<file path="src/rtl/core/brtsf_pkg.sv">
package brtsf_pkg;

	// One sample of three button bytes, first byte in the lowest bits.
	typedef struct packed {
		logic [7:0] high;
		logic [7:0] mid;
		logic [7:0] low;
	} sample_t;

	localparam int unsigned SAMPLE_W = $bits(sample_t);

	// Host interface modes that select a special remap.
	localparam logic [7:0] MODE_FIRST_REMAP  = 8'd6;
	localparam logic [7:0] MODE_SECOND_REMAP = 8'd7;

endpackage

</file>
<file path="src/rtl/core/brtsf_remap.sv">
module brtsf_remap (
	input  brtsf_pkg::sample_t raw,
	input  logic [7:0]         mode,
	output brtsf_pkg::sample_t remapped
);
	import brtsf_pkg::*;

	always_comb begin
		remapped = raw;

		// The middle byte always has bits 0 and 3 exchanged.
		remapped.mid[0] = raw.mid[3];
		remapped.mid[3] = raw.mid[0];

		unique case (mode)
			MODE_FIRST_REMAP: begin
				remapped.high[2] = raw.high[1];
			end
			MODE_SECOND_REMAP: begin
				remapped.high[3] = raw.high[0];
				remapped.high[1] = raw.high[0];
				remapped.low[4]  = raw.high[1] | raw.low[4];
			end
			default: begin
				remapped.high[3] = raw.high[0];
				remapped.high[0] = 1'b0;
			end
		endcase
	end

endmodule

</file>
<file path="src/rtl/core/button_remap_three_sample_filter.sv">
// Button remap and stability filter. Each request carries one sample of three
// raw button bytes; the block remaps a few bits according to the host interface
// mode and returns the bitwise AND of the last HISTORY_DEPTH remapped samples,
// so a button reads as pressed only once it has been seen in every one of
// them. The history is cleared at reset, so the first HISTORY_DEPTH - 1
// results after reset are zero. The block takes one request per clock
// cycle while the result side is not held back by m_axis_tready; each result
// passes through the input register and then the result register. Write the mode only
// while no request is in flight.
module button_remap_three_sample_filter #(
	parameter int unsigned HISTORY_DEPTH = 3
) (
	input  logic                          clk,
	input  logic                          arst_n,

	// Mode register write port.
	input  logic                          cfg_wr_en,
	input  logic [7:0]                    cfg_wr_data,   // host_interface_mode

	// Incoming raw samples.
	input  logic                          s_axis_tvalid,
	output logic                          s_axis_tready,
	// [7:0] raw_buttons_low, [15:8] raw_buttons_mid, [23:16] raw_buttons_high
	input  logic [brtsf_pkg::SAMPLE_W-1:0] s_axis_tdata,

	// Filtered results.
	output logic                          m_axis_tvalid,
	input  logic                          m_axis_tready,
	// [7:0] stable_buttons_low, [15:8] stable_buttons_mid,
	// [23:16] stable_buttons_high
	output logic [brtsf_pkg::SAMPLE_W-1:0] m_axis_tdata
);
	import brtsf_pkg::*;

	// Number of older samples kept besides the one being filtered.
	localparam int unsigned TAPS = HISTORY_DEPTH - 1;

	logic [7:0] mode_q;

	// Input register stage.
	logic    valid_s1;
	sample_t raw_s1;

	// Result register stage.
	logic    valid_s2;
	sample_t result_s2;

	// Previous remapped samples, newest in tap zero.
	sample_t hist_q [TAPS];

	sample_t remapped;
	sample_t filtered;
	logic    ready_s2;
	logic    advance;

	// The mode register is written directly; there is no read-back.
	always_ff @(posedge clk or negedge arst_n) begin
		if (!arst_n) begin
			mode_q <= '0;
		end else if (cfg_wr_en) begin
			mode_q <= cfg_wr_data;
		end
	end

	// The result register frees up in the same cycle its result is taken, so
	// the input register drains whenever the result side is moving.
	assign ready_s2      = !valid_s2 || m_axis_tready;
	assign advance       = valid_s1 && ready_s2;
	assign s_axis_tready = !valid_s1 || advance;

	always_ff @(posedge clk or negedge arst_n) begin
		if (!arst_n) begin
			valid_s1 <= 1'b0;
		end else if (s_axis_tready) begin
			valid_s1 <= s_axis_tvalid;
		end
	end

	always_ff @(posedge clk) begin
		if (s_axis_tready && s_axis_tvalid) begin
			raw_s1 <= sample_t'(s_axis_tdata);
		end
	end

	brtsf_remap u_remap (
		.raw      (raw_s1),
		.mode     (mode_q),
		.remapped (remapped)
	);

	// The AND does not depend on slot order, so the history is kept as a
	// shift line instead of a ring addressed by a write pointer.
	always_comb begin
		filtered = remapped;
		for (int unsigned i = 0; i < TAPS; i++) begin
			filtered = filtered & hist_q[i];
		end
	end

	// The history must read as zero after reset, so it is cleared there.
	always_ff @(posedge clk or negedge arst_n) begin
		if (!arst_n) begin
			for (int unsigned i = 0; i < TAPS; i++) begin
				hist_q[i] <= '0;
			end
		end else if (advance) begin
			hist_q[0] <= remapped;
			for (int unsigned i = 1; i < TAPS; i++) begin
				hist_q[i] <= hist_q[i-1];
			end
		end
	end

	always_ff @(posedge clk or negedge arst_n) begin
		if (!arst_n) begin
			valid_s2 <= 1'b0;
		end else if (ready_s2) begin
			valid_s2 <= valid_s1;
		end
	end

	always_ff @(posedge clk) begin
		if (advance) begin
			result_s2 <= filtered;
		end
	end

	assign m_axis_tvalid = valid_s2;
	assign m_axis_tdata  = result_s2;

endmodule

</file>
<file path="config.mk">
export PLATFORM = sky130hd
export DESIGN_NAME = button_remap_three_sample_filter
export DESIGN_NICKNAME = d
export VERILOG_FILES = /design/src/rtl/core/brtsf_pkg.sv /design/src/rtl/core/brtsf_remap.sv /design/src/rtl/core/button_remap_three_sample_filter.sv
export SDC_FILE = /design/constraint.sdc
export NUM_CORES = 1
export LEC_CHECK = 0
export BUFFER_PORTS_ARGS = -buffer_cell sky130_fd_sc_hd__buf_2
export CAP_MARGIN = 0
export CORE_MARGIN = 1.5
export CORE_UTILIZATION = 40
export CTS_BUF_LIST = sky130_fd_sc_hd__clkbuf_4 sky130_fd_sc_hd__clkbuf_8
export CTS_CLUSTER_SIZE = 14
export DETAILED_ROUTE_END_ITERATION = 10
export HOLD_SLACK_MARGIN = 0.02
export PLACE_DENSITY_LB_ADDON = 0.15
export SYNTH_ARGS = -nofsm -noshare
export SYNTH_HDL_FRONTEND = slang
export SYNTH_SLANG_ARGS = --single-unit
</file>
<file path="constraint.sdc">
create_clock -name clk -period 2.41 [get_ports clk]
set_input_delay 0.1205 -clock clk [delete_from_list [all_inputs] [get_ports clk]]
set_output_delay 0.1205 -clock clk [all_outputs]
set_load 0.01 [all_outputs]
</file>
==> metrics.md <==
| Metric | Value |
|---|---|
| CTS Root Cell | clkbuf_8 |
| RR Endpoint | raw_s1[7]$_DFFE_PP_ |
| Die H | 102 µm |
| Layout Cells excl Fill | 460 |
| CTS tree | done |
| Synth area leader | dfrtp_1 |
| Syn avg cell area | 17.7 µm² |
| Dominant cells by area after synthesis | dfrtp_1, edfxtp_1, mux2_2 |
| Drt initial violations | 46 |
| Worst path max stage delay | 490 ps |
| Fin worst setup slack | 690 ps |
| Routed WL per cell | 14.1 µm |
| # IOs | 63 |
| Synth Register Bits | 106 |
| Die width | 102 µm |
| Remaining DRCs | 0 |
| Final core utilization | 52.7% |
| Initial Util | 41.7% |
| FMAX | 581 MHz |
| Setup CP Type | reg2reg |
| Vias per std cell | 4.70 |
| Die area | 10,400 µm² |
| GRT busiest layer | met2 |
| Post-synth top cells | dfrtp_1, edfxtp_1, mux2_2 |
| Antenna Nets Post-Route | 0 |
| Hold path depth | 3 |
| Worst Hold Launch | m_axis_tready |
| Num rows | 35 |
| Dpl cells | 410 |
| GP Congestion | 0.739 |
| Proportion of layout cells with a drive suffix above 1 | 38.1% |
| Num CTS Buffers | 9 |
| Core Area | 9370 µm² |
| Crit-path cells | nand3b_1 -> and2_1 -> buf_4 |
| Tot Pwr | 3930 µW |
| Sequential-to-total area share from yosys stat | 74.0% |
| RSZ-0062 raised after global routing | false |
| Max VDD drop | 0.281 mV |
| Drt total wl | 6480 µm |
| CTS max path bufs | 2 |
| Post-synth cell types | 29 |
| Worst slew margin relative to its limit | 54.1% |
| # diodes | 0 |
| Tcrit/Tclk final | 71.4% |
| Global-route met3 utilization | 2.39% |
| Global route total overflow | 0 |
| Yosys top cell area share | 37.1% |
| FF-to-FF Start | valid_s1$_DFFE_PN0N_ |
| Post-CTS setup buffers | 0 |
| Mapped cell area | 3910 µm² |
| Slew @ Worst Pin | 689 ps |
| All-Layer GR Usage | 13.7% |
| Cell with the most instances after synthesis | dfrtp_1 |
| Leakage power | 0.00209 µW |
| H-Tree Depth | 3 |
| I/O Buffers | 62 |
| Critical Path AT | 1780 ps |
| Syn_nets | 258 |
| WHS Endpoint | valid_s1$_DFFE_PN0N_ |
| Async SR Flop Fraction | 54.7% |
| Met1 Use GR | 19.5% |
| First-pass GRT wire length | 10,600 µm |
| Slew Limit Fails | 0 |
| Max-cap violation count | 0 |
| Cells after Synth | 221 |
| Hold_buf cts | 34 |
| Worst R2R Path Depth | 3 |
| Final hold vios | 0 |
| Yosys warns | 0 |
| DRT Pass-1 Iters | 4 |
| Outcome | completed |
| Largest net degree at the start of global routing | 50 |
| Placement Setup Slack | 662 ps |
| Nets | 363 |
| Clock Latency Late Sink | 360 ps |
| Pwr per Cell Area | 795 nW/µm² |
| Post-synth EDFFs | 48 |
| TNS Setup | 0 ps |
| Clock skew | 11.4 ps |
| Syn-to-layout area delta | 26.3% |
| Met2 GRT Util | 20.5% |
| Post-synth top flop | dfrtp_1 |
| Post-detail-place hpwl | 4190 µm |
| HP Class | in2reg |
| Crit path max fanout | 10 |
| CTS resizes | 0 |
| Worst R2R Setup Slack | 690 ps |
| Vias in the first global route | 2,154 |
| CP Capture Type | flop |
| Clock net sink count | 106 |
| Critical path startpoint category | flop |
| Final setup fails | 0 |
| Critical path required time | 2470 ps |
| Clk slew on worst S/H paths | 90 ps |
| Initial antenna violation count | 0 |
| Min Tclk post-route | 1720 ps |
| Via Count | 2,164 |
| Cell at the slowest stage of the critical path | and2_1 |
==> per-stage QoR <==
stage	instance area, µm²	hold WS (ps)
6_report	4940	80.4
5_1_grt	4940	86.0
4_1_cts	4940	59.8
3_5_place_dp	4400	210
3_3_place_gp	4400	210
2_1_floorplan	3910	-175
==> metal layers <==
layer | part of all wire, % | up-vias
li1 | - | 1032
met1 | 50 | 1080
met2 | 45 | 42
met3 | 3.3 | 10
met4 | 1.9 | 0
met5 | 0 | -
==> worst max-delay path by stage <==
stage / cells after the start / slack, ps / end / startpoint
floorplan: 3 / 720 / raw_s1[0]$_DFFE_PP_ / valid_s1$_DFFE_PN0N_
global placement: 5 / 760 / hist_q[40]$_DFFE_PN0P_ / m_axis_tvalid$_DFFE_PN0P_
detailed placement: 3 / 660 / raw_s1[2]$_DFFE_PP_ / valid_s1$_DFFE_PN0N_
CTS: 3 / 650 / raw_s1[7]$_DFFE_PP_ / valid_s1$_DFFE_PN0N_
global route: 3 / 570 / raw_s1[7]$_DFFE_PP_ / valid_s1$_DFFE_PN0N_
finish: 3 / 690 / raw_s1[7]$_DFFE_PP_ / valid_s1$_DFFE_PN0N_
==> cell usage in the layout, fill, tap and decap left out, types with 3 or more instances in the layout <==
cell type and n:
nand2_1 4, mux2_2 38, a31oi_1 3, buf_2 62, mux2_1 14, edfxtp_1 48, dlygate4sd3_1 34, dfrtp_1 58
and3_1 21, a21oi_1 8, clkbuf_8 10
==> layout make-up <==
class | count | area (µm²)
multi-input cells | 107 | 968
fillers | 825 | 4430
flip-flops and latches | 106 | 2890
clock inverters | 6 | 63.8
clock buffers | 10 | 138
inverters | 2 | 7.51
well taps | 129 | 161
repair buffers | 100 | 706
==> report_power, final <==
part	switching [µW]	leakage [µW]	internal [µW]
clock network	595	0.000101	512
logic	210	0.000841	292
registers	135	0.00115	2180
==> registers in the layout, indices dropped and copies added, names as in the netlist <==
signal	flops
mode_q	8
m_axis_tvalid	1
raw_s1	24
valid_s1	1
hist_q	48
m_axis_tdata	24
==> critical path, delay by kind of cell (launching register included) <==
family | cells | cell delay, ps
simple gates | 2 | 650
flops | 1 | 480
buf+inv | 1 | 290
==> cell families (layout without fill, tap and decap cells) <==
group / Yosys count / count (layout) / synth area share, %
buffers and inverters: 8 / 118 / 1.25
AOI/OAI and AO/OA: 15 / 15 / 2.21
and+or+nand+nor: 40 / 40 / 7.58
muxes: 52 / 52 / 15.0
DFF: 106 / 106 / 74.0
Power figures use the tool's default switching activity.
